## src/sv/sdss_pkg.sv

```systemverilog
package sdss_pkg;

    localparam int DATA_W     = 32;
    localparam int DIGIT_W    = 4;
    localparam int BCD_DIGITS = 10;
    localparam int BCD_W      = BCD_DIGITS * DIGIT_W;
    localparam int MAX_DIGITS = 8;
    localparam int POS_W      = 3;
    localparam int SEG_W      = 8;
    localparam int CNT_W      = 4;
    localparam int STEP_W     = $clog2(DATA_W);

    localparam logic [DIGIT_W-1:0] CODE_MINUS = 4'd10;
    localparam logic [DIGIT_W-1:0] CODE_BLANK = 4'd15;

    typedef logic [BCD_DIGITS-1:0][DIGIT_W-1:0] t_bcd;

    typedef struct packed {
        logic load;
        logic step;
    } t_step_ctl;

    function automatic logic [SEG_W-1:0] seg_of(input logic [DIGIT_W-1:0] code);
        logic [SEG_W-1:0] seg;
        case (code)
            4'd0:       seg = 8'h3F;
            4'd1:       seg = 8'h06;
            4'd2:       seg = 8'h5B;
            4'd3:       seg = 8'h4F;
            4'd4:       seg = 8'h66;
            4'd5:       seg = 8'h6D;
            4'd6:       seg = 8'h7D;
            4'd7:       seg = 8'h07;
            4'd8:       seg = 8'h7F;
            4'd9:       seg = 8'h6F;
            CODE_MINUS: seg = 8'h40;
            default:    seg = 8'h00;
        endcase
        return seg;
    endfunction

endpackage

```

## src/sv/sdss_bcd.sv

```systemverilog
module sdss_bcd (
    input  logic               i_clk,
    input  sdss_pkg::t_step_ctl i_ctl,
    input  logic [sdss_pkg::DATA_W-1:0] i_value,
    output sdss_pkg::t_bcd     o_digits
);
    import sdss_pkg::*;

    // shift-and-add-3: one binary bit enters the decimal digits per step
    logic [DATA_W-1:0] r_bin;
    t_bcd              r_bcd;
    t_bcd              adj;
    logic [BCD_W-1:0]  adj_flat;

    always_comb begin
        for (int i = 0; i < BCD_DIGITS; i++) begin
            adj[i] = (r_bcd[i] >= 4'd5) ? r_bcd[i] + 4'd3 : r_bcd[i];
        end
        adj_flat = adj;
    end

    always_ff @(posedge i_clk) begin
        if (i_ctl.load) begin
            r_bin <= i_value;
            r_bcd <= '0;
        end else if (i_ctl.step) begin
            r_bin <= {r_bin[DATA_W-2:0], 1'b0};
            r_bcd <= {adj_flat[BCD_W-2:0], r_bin[DATA_W-1]};
        end
    end

    assign o_digits = r_bcd;

endmodule

```

## src/sv/sdss_div.sv

```systemverilog
module sdss_div (
    input  logic               i_clk,
    input  sdss_pkg::t_step_ctl i_ctl,
    input  logic [sdss_pkg::DATA_W-1:0] i_dividend,
    input  logic [sdss_pkg::CNT_W-1:0]  i_divisor,
    output logic [sdss_pkg::DATA_W-1:0] o_quotient
);
    import sdss_pkg::*;

    // restoring division, one quotient bit per step; divisor is 1..8
    logic [DATA_W-1:0] r_quo;
    logic [POS_W-1:0]  r_rem;
    logic [CNT_W-1:0]  trial;
    logic              fits;

    assign trial = {r_rem, r_quo[DATA_W-1]};
    assign fits  = (trial >= i_divisor);

    always_ff @(posedge i_clk) begin
        if (i_ctl.load) begin
            r_quo <= i_dividend;
            r_rem <= '0;
        end else if (i_ctl.step) begin
            r_quo <= {r_quo[DATA_W-2:0], fits};
            r_rem <= fits ? POS_W'(trial - i_divisor) : trial[POS_W-1:0];
        end
    end

    assign o_quotient = r_quo;

endmodule

```

## src/sv/signed_decimal_seven_segment_scan.sv

```systemverilog
// Scan driver for a multiplexed seven-segment display. Each input transaction
// carries a signed 32-bit number and a total display time in microseconds;
// the block answers with one output transaction per display position, left
// to right, carrying the segment pattern (a..g, dp, inverted for common
// anode), the common line level, a blank flag, and the dwell time (total
// divided by the position count); tlast marks the rightmost position. Digits
// fill from the right, a minus sign follows if a position is free, zero shows
// as a single 0, and digits that do not fit are dropped from the high end.
// A new item waits until the last is through: tready stays low from acceptance
// until the last position (of 1..8) enters the output register. The bit-serial
// binary-to-decimal shifter and divider run side by side, one bit each per
// cycle, then the positions follow in turn, held while the output stalls. The
// user must write configuration (APB, digit_count at 0x0, common_cathode at
// 0x4) only while idle; the block itself does not enforce this.
module signed_decimal_seven_segment_scan (
    input  logic        i_clk,
    input  logic        i_rst_n,
    // slave stream
    input  logic        i_s_axis_tvalid,
    output logic        o_s_axis_tready,
    input  logic [63:0] i_s_axis_tdata,   // [31:0] signed_number, [63:32] total_time_us
    // master stream
    output logic        o_m_axis_tvalid,
    input  logic        i_m_axis_tready,
    output logic [47:0] o_m_axis_tdata,   // [2:0] position, [10:3] segments,
                                          // [11] common_level, [43:12] dwell_us, pad
    output logic        o_m_axis_tuser,   // [0] blank
    output logic        o_m_axis_tlast,   // last
    // configuration
    input  logic        psel,
    input  logic        penable,
    input  logic        pwrite,
    input  logic [2:0]  paddr,
    input  logic [31:0] pwdata,
    output logic [31:0] prdata,
    output logic        pready
);
    import sdss_pkg::*;

    localparam logic [1:0] ST_IDLE = 2'd0;
    localparam logic [1:0] ST_CONV = 2'd1;
    localparam logic [1:0] ST_EMIT = 2'd2;

    localparam logic REG_DIGIT_COUNT    = 1'b0;
    localparam logic REG_COMMON_CATHODE = 1'b1;

    // configuration registers
    logic [CNT_W-1:0] r_digit_count;
    logic             r_common_cathode;

    // sequencer
    logic [1:0]        r_state;
    logic [STEP_W-1:0] r_cnt;
    logic [POS_W-1:0]  r_pos;
    logic [POS_W-1:0]  r_last_pos;
    logic              r_neg;
    logic [POS_W-1:0]  n_last_pos;

    // output register
    logic              r_m_valid;
    logic [POS_W-1:0]  r_m_pos;
    logic [SEG_W-1:0]  r_m_seg;
    logic              r_m_com;
    logic              r_m_blank;
    logic [DATA_W-1:0] r_m_dwell;
    logic              r_m_last;

    logic              s_accept;
    logic              cfg_write;
    logic              emit_load;
    t_step_ctl         unit_ctl;
    logic [DATA_W-1:0] raw;
    logic [DATA_W-1:0] magnitude;
    t_bcd              digits;
    logic [DATA_W-1:0] dwell;
    logic [MAX_DIGITS-1:0] sig;
    logic [POS_W-1:0]  dig_idx;
    logic [DIGIT_W-1:0] code;
    logic [SEG_W-1:0]  seg;
    logic              com;
    logic              blank;

    assign pready    = 1'b1;
    assign cfg_write = psel && penable && pwrite && pready;
    assign prdata    = (paddr[2] == REG_COMMON_CATHODE) ? {31'b0, r_common_cathode}
                                                        : {28'b0, r_digit_count};

    always_ff @(posedge i_clk) begin
        if (!i_rst_n) begin
            r_digit_count    <= 4'd4;
            r_common_cathode <= 1'b1;
        end else if (cfg_write) begin
            if (paddr[2] == REG_DIGIT_COUNT) begin
                r_digit_count <= pwdata[CNT_W-1:0];
            end else begin
                r_common_cathode <= pwdata[0];
            end
        end
    end

    // clamp the position count to 1..MAX_DIGITS, held as the index of the last position
    always_comb begin
        if (r_digit_count == '0) begin
            n_last_pos = '0;
        end else if (r_digit_count > CNT_W'(MAX_DIGITS)) begin
            n_last_pos = POS_W'(MAX_DIGITS - 1);
        end else begin
            n_last_pos = POS_W'(r_digit_count - 4'd1);
        end
    end

    assign o_s_axis_tready = (r_state == ST_IDLE);
    assign s_accept        = i_s_axis_tvalid && o_s_axis_tready;

    // take the magnitude once at acceptance; the most negative number wraps to 2^31
    assign raw       = i_s_axis_tdata[DATA_W-1:0];
    assign magnitude = raw[DATA_W-1] ? DATA_W'(-raw) : raw;

    assign unit_ctl.load = s_accept;
    assign unit_ctl.step = (r_state == ST_CONV);

    sdss_bcd u_bcd (
        .i_clk    (i_clk),
        .i_ctl    (unit_ctl),
        .i_value  (magnitude),
        .o_digits (digits)
    );

    sdss_div u_div (
        .i_clk      (i_clk),
        .i_ctl      (unit_ctl),
        .i_dividend (i_s_axis_tdata[2*DATA_W-1:DATA_W]),
        .i_divisor  ({1'b0, r_last_pos} + CNT_W'(1)),
        .o_quotient (dwell)
    );

    // a digit index is significant when it or any higher digit is nonzero;
    // the units digit always shows so that zero reads as a single 0
    always_comb begin
        sig = '0;
        for (int jj = 0; jj < MAX_DIGITS; jj++) begin
            for (int i = 0; i < BCD_DIGITS; i++) begin
                if (i >= jj && digits[i] != '0) begin
                    sig[jj] = 1'b1;
                end
            end
        end
        sig[0] = 1'b1;
    end

    // leftmost position maps to the highest shown digit index
    assign dig_idx = r_last_pos - r_pos;

    always_comb begin
        if (sig[dig_idx]) begin
            code = digits[dig_idx];
        end else if (r_neg && sig[POS_W'(dig_idx - 3'd1)]) begin
            code = CODE_MINUS;
        end else begin
            code = CODE_BLANK;
        end
        blank = (code > CODE_MINUS);
        seg   = seg_of(code);
        com   = 1'b0;
        if (!blank && !r_common_cathode) begin
            seg = ~seg;
            com = 1'b1;
        end
    end

    assign emit_load = (r_state == ST_EMIT) && (!r_m_valid || i_m_axis_tready);

    always_ff @(posedge i_clk) begin
        if (!i_rst_n) begin
            r_state <= ST_IDLE;
            r_cnt   <= '0;
            r_pos   <= '0;
        end else begin
            case (r_state)
                ST_IDLE: begin
                    if (s_accept) begin
                        r_state <= ST_CONV;
                        r_cnt   <= '0;
                    end
                end
                ST_CONV: begin
                    // advance one bit per cycle through both serial units
                    r_cnt <= r_cnt + STEP_W'(1);
                    if (r_cnt == STEP_W'(DATA_W - 1)) begin
                        r_state <= ST_EMIT;
                        r_pos   <= '0;
                    end
                end
                ST_EMIT: begin
                    if (emit_load) begin
                        r_pos <= r_pos + POS_W'(1);
                        if (r_pos == r_last_pos) begin
                            r_state <= ST_IDLE;
                            r_pos   <= '0;
                        end
                    end
                end
                default: begin
                    r_state <= ST_IDLE;
                end
            endcase
        end
    end

    always_ff @(posedge i_clk) begin
        if (s_accept) begin
            r_last_pos <= n_last_pos;
            r_neg      <= raw[DATA_W-1];
        end
    end

    // output register: hold a result until the transaction completes
    always_ff @(posedge i_clk) begin
        if (!i_rst_n) begin
            r_m_valid <= 1'b0;
        end else if (emit_load) begin
            r_m_valid <= 1'b1;
        end else if (i_m_axis_tready) begin
            r_m_valid <= 1'b0;
        end
    end

    always_ff @(posedge i_clk) begin
        if (emit_load) begin
            r_m_pos   <= r_pos;
            r_m_seg   <= blank ? '0 : seg;
            r_m_com   <= com;
            r_m_blank <= blank;
            r_m_dwell <= dwell;
            r_m_last  <= (r_pos == r_last_pos);
        end
    end

    assign o_m_axis_tvalid = r_m_valid;
    assign o_m_axis_tdata  = {4'b0, r_m_dwell, r_m_com, r_m_seg, r_m_pos};
    assign o_m_axis_tuser  = r_m_blank;
    assign o_m_axis_tlast  = r_m_last;

`ifndef SYNTHESIS
    a_last_at_end: assert property (@(posedge i_clk) disable iff (!i_rst_n)
        o_m_axis_tvalid && o_m_axis_tlast |-> o_m_axis_tdata[2:0] == r_last_pos)
        else $error("tlast on a position other than the last one");

    a_blank_dark: assert property (@(posedge i_clk) disable iff (!i_rst_n)
        o_m_axis_tvalid && o_m_axis_tuser |-> o_m_axis_tdata[11:3] == '0)
        else $error("blank position drives a segment or common line");

    a_scan_gapless: assert property (@(posedge i_clk) disable iff (!i_rst_n)
        o_m_axis_tvalid && i_m_axis_tready && !o_m_axis_tlast |=> o_m_axis_tvalid)
        else $error("gap inside a scan");
`endif

endmodule
```

## config.mk

```make
export PLATFORM = sky130hd
export DESIGN_NAME = signed_decimal_seven_segment_scan
export DESIGN_NICKNAME = d
export VERILOG_FILES = /design/src/sv/sdss_pkg.sv /design/src/sv/sdss_bcd.sv /design/src/sv/sdss_div.sv /design/src/sv/signed_decimal_seven_segment_scan.sv
export SDC_FILE = /design/constraint.sdc
export NUM_CORES = 1
export LEC_CHECK = 0
export ABC_AREA = 1
export BUFFER_PORTS_ARGS = -buffer_cell sky130_fd_sc_hd__buf_4
export CORE_MARGIN = 8
export CORE_UTILIZATION = 34
export CTS_CLUSTER_SIZE = 8
export DETAILED_ROUTE_END_ITERATION = 8
export GPL_ROUTABILITY_DRIVEN = 0
export PLACE_DENSITY = 0.58
export SYNTH_ARGS = -nofsm -noshare
export SYNTH_HDL_FRONTEND = slang
export SYNTH_SLANG_ARGS = --single-unit
```

## constraint.sdc

```tcl
create_clock -name i_clk -period 9.12 [get_ports i_clk]
set_input_delay 0.456 -clock i_clk [delete_from_list [all_inputs] [get_ports i_clk]]
set_output_delay 0.456 -clock i_clk [all_outputs]
set_load 0.02 [all_outputs]
```

======== Word level (Yosys, flattened, before mapping) ========
Memory sizes are Yosys's and may differ from the RTL's.
Cells that the tools add are included.
storage, ports and cells
  bits in registers ....................... 173
  memory bits (read-only) ................. 112
  input port bits ......................... 106
  output and inout bits ................... 85
  word-level logic and storage cells ...... 185
  memories ................................ 1
memory list
  name             depth  bits a word  read ports  clocked after Yosys merged registers in  wr ports  RTL line        text
  (no name shown)  16     7            1           0                                        0         sdss_pkg.sv:25  case (code)
operators by class
  add/sub/neg operators ................... 18
  $lt $le $gt $ge ......................... 16
  equality and inequality tests ........... 8
  multiplexer cells ....................... 83
  bitwise operators ....................... 2
  reductions and logical operators ........ 30
operators by type and width
  operator                                                                              count
  32-bit two-way mux                                                                    5
  4-bit two-way mux                                                                     12
  1-bit two-way mux                                                                     47
  4-bit by 3-bit greater-or-equal comparator with 1-bit output (second input constant)  10
  4-bit by 2-bit adder with 4-bit output (second input constant)                        9
  4-bit nonzero test                                                                    9
  32-bit negator                                                                        1
  3-bit two-way mux                                                                     7
  4-bit binary-select mux with 3-bit select                                             1
  5-bit one-hot mux with 2 select lines                                                 1
  4-bit > comparator (second input constant)                                            2
  3-bit by 4-bit less-than comparator with 1-bit output (second input constant)         2
  2-bit two-way mux                                                                     4
  8-bit two-way mux                                                                     1
  8-bit inverter                                                                        1
  2-bit nonzero test                                                                    4
  1-bit binary-select mux with 3-bit select                                             2
  1-bit logical AND                                                                     6
  2-bit one-hot mux with 3 select lines                                                 1
  3-bit one-hot mux with 2 select lines                                                 1
  2-bit AND reduction                                                                   3
  3-bit by 1-bit subtractor with 3-bit output (second input constant)                   2
  3-bit subtractor                                                                      2
  5-bit by 1-bit adder with 5-bit output (second input constant)                        1
  other kinds (19)                                                                      23

======== Depth between registers and ports, before layout ========
Gate-level depths: netlist (run 1).
  depth in word-level cells ............... 19
  mapped depth ............................ 21
  mapped depth without buffers ............ 21

======== Hierarchy ========
Synthesis (run 1) repeated with hierarchy kept, for this count alone.
unflattened totals
  cells, all modules ...................... 1200
  area total of the unflattened synthesis .. 9828.2 sq um
modules (own cells, without submodules)
  module                             instances  cells an instance  area an instance (sq um)  seq. area each (sq um)
  signed_decimal_seven_segment_scan  1          538                4456.8                    1821.7
  sdss_bcd                           1          486                3718.6                    1761.7
  sdss_div                           1          176                1652.8                    1021.0

======== Least setup slack after synthesis (run 1) ========
No wires, ideal clock.
  kind .................................... register -> register
  from .................................... register r_state[0]
  to ...................................... register u_bcd.r_bin[0], enable pin
  setup time .............................. 453 ps
  data arrival time ....................... 3045 ps
  setup slack ............................. 5622 ps
  cell stages (with the launch flop) ...... 7
  buffers on the path ..................... 1
  cells stage by stage .................... dfxtp_1 nor2_1 nand2_1 inv_1 nor2_1 inv_1 buf_1
between the ends
  cells in the longest elaborated chain, start to end .. 3
  elaborated cells on any way between the ends .. 4
  those cells by class .................... eq/ne (1); reduce/logical (3)
ends and longest elaborated chain
  element                              RTL line                                  text
  start: declaration                   signed_decimal_seven_segment_scan.sv:52   logic [1:0] r_state;
  start signal: assignment             signed_decimal_seven_segment_scan.sv:175  r_state <= ST_IDLE;
  start signal: assignment             signed_decimal_seven_segment_scan.sv:182  r_state <= ST_CONV;
  start signal: assignment             signed_decimal_seven_segment_scan.sv:190  r_state <= ST_EMIT;
  2-bit zero test                      signed_decimal_seven_segment_scan.sv:112  assign o_s_axis_tready = (r_state == ST_IDLE);
  named net o_s_axis_tready            signed_decimal_seven_segment_scan.sv:20   output logic o_s_axis_tready,
  1-bit logical AND                    signed_decimal_seven_segment_scan.sv:113  assign s_accept = i_s_axis_tvalid && o_s_axis_tready;
  2-bit nonzero test (no source line)  --
  end signal: assignment               sdss_bcd.sv:24                            r_bin <= i_value;
  end signal: assignment               sdss_bcd.sv:27                            r_bin <= {r_bin[DATA_W-2:0], 1'b0};
  end: declaration                     sdss_bcd.sv:10                            logic [DATA_W-1:0] r_bin;
The timed path passes the listed nets, and every way through them passes these cells.
A chain may end at the register's enable or synchronous reset.

======== Worst setup path after layout (run 1) ========
  from .................................... register r_last_pos[0]
  to ...................................... register r_m_seg[0] (data pin)
between the ends
  cells in the longest elaborated chain, start to end .. 11
  elaborated cells on any way between the ends .. 17
  those cells by class .................... add/sub (2); order compare (1); mux (9); bitwise (1); reduce/logical (3); memory (1)
ends and longest elaborated chain
  element                                      RTL line                                  text
  start: declaration                           signed_decimal_seven_segment_scan.sv:55   logic [POS_W-1:0] r_last_pos;
  start signal: assignment                     signed_decimal_seven_segment_scan.sv:212  r_last_pos <= n_last_pos;
  3-bit subtractor *                           signed_decimal_seven_segment_scan.sv:152  assign dig_idx = r_last_pos - r_pos;
  3-bit by 1-bit subtractor with 3-bit output  signed_decimal_seven_segment_scan.sv:157  end else if (r_neg && sig[POS_W'(dig_idx - 3'd1)]) begin
  1-bit binary-select mux with 3-bit select    signed_decimal_seven_segment_scan.sv:157
  1-bit two-way mux (not written as such)      signed_decimal_seven_segment_scan.sv:157
  1-bit logical AND                            signed_decimal_seven_segment_scan.sv:157
  3-bit two-way mux                            signed_decimal_seven_segment_scan.sv:157
  4-bit two-way mux *                          signed_decimal_seven_segment_scan.sv:155  if (sig[dig_idx]) begin
  4-bit > comparator                           signed_decimal_seven_segment_scan.sv:162  blank = (code > CODE_MINUS);
  1-bit zero test                              signed_decimal_seven_segment_scan.sv:165  if (!blank && !r_common_cathode) begin
  1-bit logical AND                            signed_decimal_seven_segment_scan.sv:165
  8-bit two-way mux                            signed_decimal_seven_segment_scan.sv:165
  end signal: assignment                       signed_decimal_seven_segment_scan.sv:231  r_m_seg <= blank ? '0 : seg;
  end: declaration                             signed_decimal_seven_segment_scan.sv:62   logic [SEG_W-1:0] r_m_seg;
Every way passes the cells marked *; elsewhere a longest branch is shown, timed or not. The select of a mux whose other input is x is not followed.

==> impl_results.md, run 1 <==
- Die height: 184 um
- Largest net degree at the start of global routing: 86
- Fmax: 0.258 GHz
- PortBufs: 127
- CP max stage delay: 800 ps
- Worst R2R End: r_m_seg[0]
- DR top layer: met4
- Vias in the first global route: 7,393
- Nets: 1,377
- Critical path endpoint category: register
- Status: completed
- Boundary Pins: 191
- Commonest non-fill, non-tap cells in the layout: 253 x nand2_1, 132 x buf_4, 125 x o21ai_0, 114 x edfxtp_1, 108 x inv_1
- Levels on crit path: 16
- Setup Total Neg Slack: 0 ps
- Antenna violations before repair: 0
- RSZ-0062 raised after global routing: false
- Postcts setup bufs: 0
- WP buf/inv: 3
- CP cell instances: inv_1 > ha_1 > fa_1 > clkinv_1 > o21ai_0 > a21oi_1 > o21ai_0 > nand2_1 > a21oi_1 > inv_1 > ha_1 > nand3b_1 > nand3_1 > nand2_1 > nand2_2 > nand2_2
- Adder-Cell Fraction of Synth Area: 6.56%
- Die area: 0.0338 mm^2
- Final Max Tran Viols: 0
- Peak VDD IR: 80.3 uV
- CTS hold repair buffers: 0
- Slew margin rel.: 27.5%
- WL met1: 10.7 mm
- Post-route cell area: 0.0114 mm^2
- Worst EP arrival: 4060 ps
- Post-DR wirelength/cell: 14.2 um
- Core Area: 0.0278 mm^2
- Ys flop type: edfxtp_1
- Worst-margin pin slew: 1090 ps
- CTS tree: yes
- Die width: 184 um
- Post-synth EDFFs: 114
- DR vias/cell: 4.66
- Syn_area_per_cell: 8.66 um^2
- Most common cell after layout, fill and taps aside: nand2_1
- Fin crit share: 42.4%
- Register bit total from synthesis: 173
- Clock period minus worst slack: 3870 ps
- Post-Synth Simple-Gate Area: 20.0%
- Post-Synth XOR/XNOR Area: 2.93%
- Critical path launch point type: register
- R2r worst-path depth: 16
- Final Hold Vio Count: 0
- Layout cells sized above 1: 18.2%
- DRC: 0
- Total of max-cap violations: 0
- Num CTS Buffers: 17
- Row count: 61
- Pwr/cell area: 188 mW/mm^2
- Gr ovfl total: 0
- CP max FO: 13
- Synth-to-Final Area Change: 18.7%
- WL final: 22.9 mm
- Area after DPL: 0.0108 mm^2
- Antenna Nets Post-Route: 0
- YS warnings: 0
- Worst r2r src: r_last_pos[0]
- CTS H-Tree Depth: 4
- Clock slew at reported path FFs: 70 ps
- Post-Synthesis Cells: 1,106
- First-pass GRT wire length: 37.0 mm
- Insertion delay to the later sink of the worst-skew pair: 430 ps
- Async set-reset flop share out of synthesis: 0%
- Compound-gate portion of the synthesized area: 13.5%
- N_diodes: 0
- Met3 WL: 1.07 mm
- Clock buffer depth: 2
- Worst EP required: 9310 ps
- CTS Sinks: 173
- Register area share after synthesis: 48.1%
- CP endpoint: r_m_seg[0]
- Synth cell types: 48
- GRT Util Overall: 13.5%
- Final setup vio count: 0
- Drt first pass iters: 5
- Cell area after synthesis: 0.00957 mm^2
- Post-Route Skew: 10.9 ps
- Initial Util: 34.5%
- WS Path Type: register to register
- Worst Setup SP: r_last_pos[0]
- Fillers: 2,842
- Post-cts sizing count: 0
- Leakage: 4.93 nW
- Post-DP HPWL: 16.8 mm
- CP delay by family, top: adder cells
- Starting DRT DRC Count: 452
- Slowest CP cell: fa_1
- Mux cell area share after synthesis: 0%
- Root Driver: clkbuf_16
- Reg-to-reg slack, setup: 5250 ps
- Metal2 WL: 10.9 mm
- Via count: 7,517
- Worst min-delay path class: primary input to register
- Largest family of logic cells by synthesized area: simple AND/OR/NAND/NOR gates
==> kinds of logic after synthesis <==
family | after synthesis
adder cells (fa/ha/maj) | 49
AO/OA/AOI/OAI | 237
flip-flops | 173
XOR/XNOR | 32
AND/OR/NAND/NOR | 422
buffers and inverters | 191
other | 2
==> registers in the layout (all words and copies together), names as in the netlist, 2 cells and up <==
| signal | flops |
|---|---|
| r_pos | 3 |
| r_m_dwell | 32 |
| r_cnt | 5 |
| u_bcd.r_bin | 32 |
| r_state | 2 |
| u_div.r_rem | 3 |
| u_div.o_quotient | 32 |
| r_last_pos | 3 |
| r_m_pos | 3 |
| r_m_seg | 8 |
| r_digit_count | 4 |
| u_bcd.o_digits | 40 |
==> metrics by stage <==
step | hold WS, ps | power [mW] | worst slack, ps | utilization (%) | instances
6_report | 249 | 2.13 | 5250 | 40.9 | 1613
5_1_grt | 253 | 2.25 | 4890 | 40.9 | 1613
4_1_cts | 240 | 2.16 | 5260 | 40.9 | 1613
3_5_place_dp | 432 | 1.44 | 5150 | 38.8 | 1581
3_3_place_gp | 430 | 1.43 | 5130 | 38.8 | 1581
2_1_floorplan | 422 | 1.31 | 5620 | - | 1137
==> layout make-up <==
cell class                 count  area (um^2)  area share, %
timing repair buffer         132          991           8.72
sequential                   173         4600           40.5
tap                          378          473           4.16
clock buffer                  17          425           3.74
inverter                     125          475           4.18
clock inverter                15          156           1.38
multi-input combinational    773         4240           37.3
==> report_power, final <==
group / leakage (nW) / switching [mW] / total [mW] / internal [mW]
sequential: 1.57 / 0.0426 / 1.01 / 0.966
clock: 0.286 / 0.335 / 0.722 / 0.387
combinational: 3.07 / 0.267 / 0.404 / 0.137
total: 4.93 / 0.645 / 2.13 / 1.49
==> worst min path at each step <==
stage / cells past startpoint / slack [ps] / to / from
floorplan: 2 / 420 / u_bcd.o_digits[0] / u_bcd.r_bin[31]
global placement: 0 / 430 / r_m_dwell[12] / u_div.o_quotient[12]
detailed placement: 0 / 430 / r_m_dwell[11] / u_div.o_quotient[11]
CTS: 3 / 240 / r_digit_count[2] / pwdata[2]
global route: 3 / 250 / r_digit_count[2] / pwdata[2]
finish: 3 / 250 / r_digit_count[2] / pwdata[2]
==> synth_stat cells (2+ instances only) <==
cell type | number | area (um^2)
a211oi_1 | 2 | 15.0
a21oi_1 | 76 | 380
a221oi_1 | 2 | 17.5
a31oi_1 | 8 | 50.1
buf_1 | 3 | 11.3
buf_2 | 3 | 15.0
buf_4 | 34 | 255
clkbuf_1 | 26 | 97.6
clkinv_1 | 2 | 7.51
conb_1 | 2 | 7.51
dfxtp_1 | 59 | 1180
edfxtp_1 | 114 | 3420
fa_1 | 2 | 40.0
ha_1 | 47 | 588
inv_1 | 110 | 413
inv_2 | 12 | 45.0
nand2_1 | 254 | 953
nand2_2 | 13 | 81.3
nand2_4 | 7 | 78.8
nand3_1 | 49 | 245
nand3_2 | 6 | 60.1
nand3_4 | 4 | 70.1
nand4_1 | 4 | 25.0
nor2_1 | 65 | 244
nor2_2 | 4 | 25.0
nor3_1 | 5 | 25.0
nor3_2 | 3 | 30.0
nor4_1 | 2 | 12.5
o211ai_1 | 2 | 15.0
o21ai_0 | 125 | 626
o21ai_1 | 5 | 25.0
o31ai_1 | 2 | 15.0
o32ai_1 | 9 | 78.8
xnor2_1 | 6 | 52.6
xor2_1 | 26 | 228
==> tightest hold or removal path: cells and delay by family <==
kind                   cells  cell delay (ps)
AOI/OAI and AO/OA          2              110
buffers and inverters      1               80
==> layer usage <==
metal | vias up | GRT usage, %
li1 | 3866 | -
met1 | 3472 | 17.5
met2 | 165 | 22.5
met3 | 14 | 2.98
met4 | 0 | 3.48
met5 | - | 0
Note: power is estimated with default switching activity, not from simulation.
==> run 2: changes to the inputs <==
--- a/config.mk
+++ b/config.mk
@@ -12,7 +12,7 @@
 export CTS_CLUSTER_SIZE = 8
 export DETAILED_ROUTE_END_ITERATION = 8
 export GPL_ROUTABILITY_DRIVEN = 0
-export PLACE_DENSITY = 0.58
+export PLACE_DENSITY = 0.6
 export SYNTH_ARGS = -nofsm -noshare
 export SYNTH_HDL_FRONTEND = slang
 export SYNTH_SLANG_ARGS = --single-unit
==> constraint.sdc (replaced) <==
create_clock -name i_clk -period 3.3 [get_ports i_clk]
set_input_delay 0.165 -clock i_clk [delete_from_list [all_inputs] [get_ports i_clk]]
set_output_delay 0.165 -clock i_clk [all_outputs]
set_load 0.02 [all_outputs]
==> impl_results.md, run 2 (synthesis gave the netlist of run 1 again) <==
- Status: completed
- Most common cell after layout, fill and taps aside: nand2_1
- Util after Layout: 42.2%
- Die area: 0.0338 mm^2
- Clock power frac: 32.7%
- Worst min-delay path startpoint: i_s_axis_tdata[37]
- Worst min-delay path class: primary input to register
- N_diodes: 0
- CTS H-Tree Depth: 4
- Fillers: 2,810
- WS Path Type: register to register
- Non-filler cells in the finished layout: 1,645
- Pre-CTS setup slack: -52.2 ps
- Worst EP required: 3470 ps
- Gr ovfl total: 0
- WL final: 23.4 mm
- Seq pwr share: 47.1%
- Worst setup margin: 150 ps
- Critical path endpoint category: register
- DP Cell Count: 1,588
- Nets: 1,409
- CP delay by family, top: adder cells
- Clock buffer depth: 2
- Drt first pass iters: 5
- Clock period minus worst slack: 3150 ps
- Layout cells sized above 1: 19.8%
- Combinational power share: 20.2%
- Antenna violations before repair: 1
- DR vias/cell: 4.69
- First-pass GRT wire length: 37.4 mm
- Row count: 61
- Vias in the first global route: 7,513
- Insertion delay to the later sink of the worst-skew pair: 430 ps
- Worst R2R End: r_m_seg[1]
- Num CTS Buffers: 17
- Core Area: 0.0278 mm^2
- Critical path launch point type: register
- Worst EP arrival: 3320 ps
- Hold Path Depth: 3
- Starting DRT DRC Count: 514
- R2r worst-path depth: 18
- Levels on crit path: 18
- PortBufs: 127
- Post-DP HPWL: 17.1 mm
- CP max FO: 8
- CTS tree: yes
- Slowest CP cell: fa_2
- Worst r2r src: r_last_pos[0]
- Reg-to-reg slack, setup: 150 ps
- WP buf/inv: 6
- Fin crit share: 95.5%
- DRC: 0
- Largest net degree at the start of global routing: 85
- Final Max Tran Viols: 0
- Final setup vio count: 0
- Switching Fraction: 29.5%
- Worst-margin pin slew: 812 ps
- Hold slack: 11.1 ps
- Via count: 7,713
- CTS Sinks: 173
- GRT Util Overall: 13.7%
- Die height: 184 um
- Power Internal: 4.16 mW
- Peak VDD IR: 265 uV
- Max reg flops: 40
- Synth-to-Final Area Change: 22.4%
- Pwr/cell area: 504 mW/mm^2
- Commonest non-fill, non-tap cells in the layout: 253 x nand2_1, 143 x buf_4, 125 x o21ai_0, 114 x edfxtp_1, 106 x inv_1
- Setup Total Neg Slack: 0 ps
- Total of max-cap violations: 0
- Post-DR wirelength/cell: 14.2 um
- CP max stage delay: 590 ps
- Final Hold Vio Count: 0
- Die width: 184 um
- Hold EP: u_div.o_quotient[5]
- Slew margin rel.: 45.9%
- Fmax: 0.317 GHz
- P_sw: 1.74 mW
- Initial Util: 34.5%
- Root Driver: clkbuf_16
- Leakage: 5.06 nW
- Clock slew at reported path FFs: 70 ps
- CP cell instances: inv_2 > ha_2 > fa_2 > buf_6 > buf_4 > a21oi_1 > a21oi_2 > nand2_2 > buf_4 > a21oi_4 > inv_1 > ha_1 > nand3_4 > nand3_4 > nand2_4 > inv_6 > nand2_2 > nand2_1
- Boundary Pins: 191
- Post-Route Skew: 11.0 ps
- Antenna Nets Post-Route: 0
-- run 2: cell types whose count changed in the layout (fill, tap and decap cells not counted), sizes merged --
cell	before	now
clkinvlp	1	3
dlygate4sd3	0	17
clkbuf	17	21
clkinv	9	7
inv	129	126
buf	132	146
-- run 2: per-stage QoR --
stage | total power, mW | instance area (um^2)
2_1_floorplan | 3.61 | 9690
3_3_place_gp | 3.96 | 10900
3_5_place_dp | 3.99 | 10900
4_1_cts | 5.94 | 11600
5_1_grt | 6.23 | 11700
6_report | 5.91 | 11700
-- run 2: power by group through the flow --
stage	logic [mW]	clock network (mW)	registers (mW)
after floorplan	0.757	0	2.85
after global placement	1.14	0	2.82
after detailed placement	1.15	0	2.83
after CTS	1.17	1.97	2.79
after global routing	1.35	2.07	2.81
final	1.19	1.93	2.78
-- run 2: worst max path at each step --
stage / slack (ps) / from / to
final: 150 / r_last_pos[0] / r_m_seg[1]
after global routing: -20 / r_last_pos[0] / r_m_seg[3]
after CTS: 50 / r_last_pos[0] / r_m_seg[3]
after detailed placement: -50 / r_last_pos[0] / r_m_seg[3]
after global placement: 40 / r_last_pos[0] / r_m_seg[3]
after floorplan: 5 / r_state[0] / u_bcd.r_bin[0]
-- run 2: tightest hold or removal path: cells and delay by family --
family        cells  cell delay [ps]
simple gates      2               90
buf+inv           1               80
-- run 2: metal layers --
metal  up-vias  track usage [%]  share of wire, %
met1      3571             17.6                46
met4         2             3.23               1.1
met2       184             22.8                48
met3        20             3.32               4.9
li1       3936                -                 -
met5         -                0             0.056
-- run 2: layout make-up --
class	instances	area [um^2]	area share, %
flip-flops and latches	173	4600	39.3
multi-input cells	773	4300	36.7
repair buffers	164	1300	11.1
inverters	125	479	4.09
well taps	378	473	4.04
clock buffers	20	447	3.81
clock inverters	12	113	0.961
-- run 2: repair_timing --
item	in CTS	in global routing
resized for setup	1	15
pin swaps	0	8
hold buffers	16	1
hold endpoints to repair	16	1
buffers inserted	0	8
endpoints found under the setup margin	2	9
==> run 3: changes to the inputs <==
--- a/config.mk
+++ b/config.mk
@@ -5,7 +5,6 @@
 export SDC_FILE = /design/constraint.sdc
 export NUM_CORES = 1
 export LEC_CHECK = 0
-export ABC_AREA = 1
 export BUFFER_PORTS_ARGS = -buffer_cell sky130_fd_sc_hd__buf_4
 export CORE_MARGIN = 8
 export CORE_UTILIZATION = 34
==> impl_results.md, run 3 <==
- Status: finished with violations
- Failing checks: negative setup slack
- Worst-margin pin slew: 901 ps
- Worst EP arrival: 3630 ps
- Num CTS Buffers: 17
- CP max stage delay: 500 ps
- Largest net degree at the start of global routing: 94
- First-pass GRT wire length: 35.9 mm
- Worst EP required: 3590 ps
- Post-Route Skew: 12.6 ps
- Peak VDD IR: 351 uV
- CTS Sinks: 173
- Gr ovfl total: 0
- Post-DP HPWL: 15.0 mm
- Register area share after synthesis: 49.7%
- Commonest non-fill, non-tap cells in the layout: 176 x buf_4, 161 x nand2_1, 114 x edfxtp_1, 86 x o21ai_0, 59 x dfxtp_1
- WS Path Type: register to register
- Core Area: 0.0269 mm^2
- Worst setup margin: -40.8 ps
- CP cell instances: inv_2 > ha_4 > fa_2 > ha_4 > inv_1 > a31oi_1 > o22ai_1 > a311o_1 > nor2_1 > a21o_1 > inv_2 > buf_6 > ha_4 > mux2_4 > nand2_2 > a21oi_1 > a31oi_1
- Fin crit share: 101%
- Starting DRT DRC Count: 415
- Total of max-cap violations: 0
- Initial Util: 34.5%
- Final Hold Vio Count: 0
- Via count: 7,172
- PortBufs: 127
- Area after DPL: 0.0108 mm^2
- Clock buffer depth: 2
- Die area: 0.0328 mm^2
- Post-Synth XOR/XNOR Area: 5.25%
- Antenna violations before repair: 0
- WL final: 21.7 mm
- Fillers: 2,572
- N_diodes: 0
- Leakage: 4.90 nW
- Post-Synthesis Cells: 943
- Die width: 181 um
- Final Max Tran Viols: 0
- Post-DR wirelength/cell: 14.6 um
- Synth cell types: 65
- DP Cell Count: 1,417
- Compound-gate portion of the synthesized area: 12.8%
- CP max FO: 6
- Fmax: 0.299 GHz
- Synth-to-Final Area Change: 28.1%
- Clock period minus worst slack: 3340 ps
- CTS tree: yes
- Post-route cell area: 0.0119 mm^2
- Pwr/cell area: 453 mW/mm^2
- Post-Synth Simple-Gate Area: 15.9%
- GRT Util Overall: 13.3%
- Worst min-delay path class: primary input to register
- Critical path endpoint category: register
- Row count: 60
- DR vias/cell: 4.83
- Clock slew at reported path FFs: 80 ps
- Most common cell in the netlist: nand2_1
- Antenna Nets Post-Route: 0
- Vias in the first global route: 7,186
- Non-filler cells in the finished layout: 1,486
- Leading area contributor after synthesis: edfxtp_1
- Root Driver: clkbuf_16
- Slew margin rel.: 39.9%
- Die height: 181 um
- Most common cell on crit path: ha_4
- Ys flop type: edfxtp_1
- Async set-reset flop share out of synthesis: 0%
- Max reg flops: 40
- Mux cell area share after synthesis: 3.12%
- Top cells by area, synth: edfxtp_1 37%, dfxtp_1 13%, nand2_1 6.7%
- Nets: 1,287
- Largest family of logic cells by synthesized area: simple AND/OR/NAND/NOR gates
- Insertion delay to the later sink of the worst-skew pair: 440 ps
- Register bit total from synthesis: 173
- Syn_area_per_cell: 9.82 um^2
- CTS H-Tree Depth: 4
- Layout cells sized above 1: 21.8%
- RSZ-0062 raised after global routing: true
- Final setup vio count: 3
- Drt first pass iters: 5
- Slowest CP cell: fa_2
- Cell area after synthesis: 0.00926 mm^2
- YS warnings: 0
- Critical path launch point type: register
- Adder-Cell Fraction of Synth Area: 7.00%
- Setup Total Neg Slack: -112 ps
- Commonest cells in the netlist: 165 x nand2_1, 114 x edfxtp_1, 89 x o21ai_0
- DRC: 0
- Synth top area share: 37.0%
- Boundary Pins: 191
- Post-synth EDFFs: 114
- Most common cell after layout, fill and taps aside: buf_4
## run 3: worst max-delay path, delay by kind of cell (launching register included)
family / cells / cell delay [ps]
buffers and inverters: 4 / 330
multiplexers: 1 / 260
AO/OA/AOI/OAI: 6 / 940
flip-flops: 1 / 400
adder cells (fa/ha/maj): 4 / 1100
AND/OR/NAND/NOR: 2 / 150
## run 3: report_power, final
part	total (mW)	leakage [nW]	internal (mW)	switching, mW
Sequential	2.57	1.58	2.50	0.0753
Clock	2.08	0.299	1.10	0.981
Combinational	0.728	3.02	0.313	0.415
## run 3: path summary, 6_finish.rpt
check	slack, ps	start	to	cells past startpoint
min	20	i_s_axis_tdata[52]	u_div.o_quotient[20]	3
min reg2reg	450	u_div.o_quotient[7]	r_m_dwell[7]	0
max reg2reg	-40	r_last_pos[0]	r_m_seg[3]	17
max	-40	r_last_pos[0]	r_m_seg[3]	17
## run 3: per-layer routing
metal / wire length, um / GRT usage [%] / vias to the layer above / part of all wire (%)
li1: - / - / 3640 / -
met1: 9990 / 16.7 / 3325 / 46
met2: 10300 / 22.3 / 183 / 48
met3: 1000 / 2.93 / 24 / 4.6
met4: 393 / 4.53 / 0 / 1.8
met5: 0 / 0 / - / 0
## run 3: cell families after synthesis
logic type	after synthesis
AND/OR/NAND/NOR	324
AO/OA/AOI/OAI	199
flip-flops	173
buffers and inverters	119
XOR/XNOR	54
adder cells (fa/ha/maj)	51
multiplexers	21
other	2
## run 3: metrics by stage
step / power [mW] / setup slack, ps / hold WS [ps] / utilization [%]
floorplan: 3.08 / 17.0 / 227 / -
global placement: 3.29 / -128 / 377 / 40.0
detailed placement: 3.30 / -170 / 383 / 40.0
CTS: 5.44 / -35.3 / 8.24 / 44.0
global route: 5.64 / -189 / 17.2 / 44.1
finish: 5.38 / -40.8 / 15.1 / 44.1
## run 3: cell type report
type                    instances  area, um^2  share of cell area, %
clock buffers                  17         425                   3.59
clock inverters                15         191                   1.61
inverters                      46         173                   1.46
multi-input cells             682        4350                   36.7
flip-flops and latches        173        4600                   38.8
well taps                     341         427                   3.60
repair buffers                212        1690                   14.3
## run 3: what timing repair did
item / in CTS / in global routing
setup buffers: 3 / 0
hold endpoints to repair: 34 / 0
pin swaps: 10 / 8
gates resized for setup: 21 / 8
setup endpoints to repair: 8 / 9
hold buffers: 34 / 0
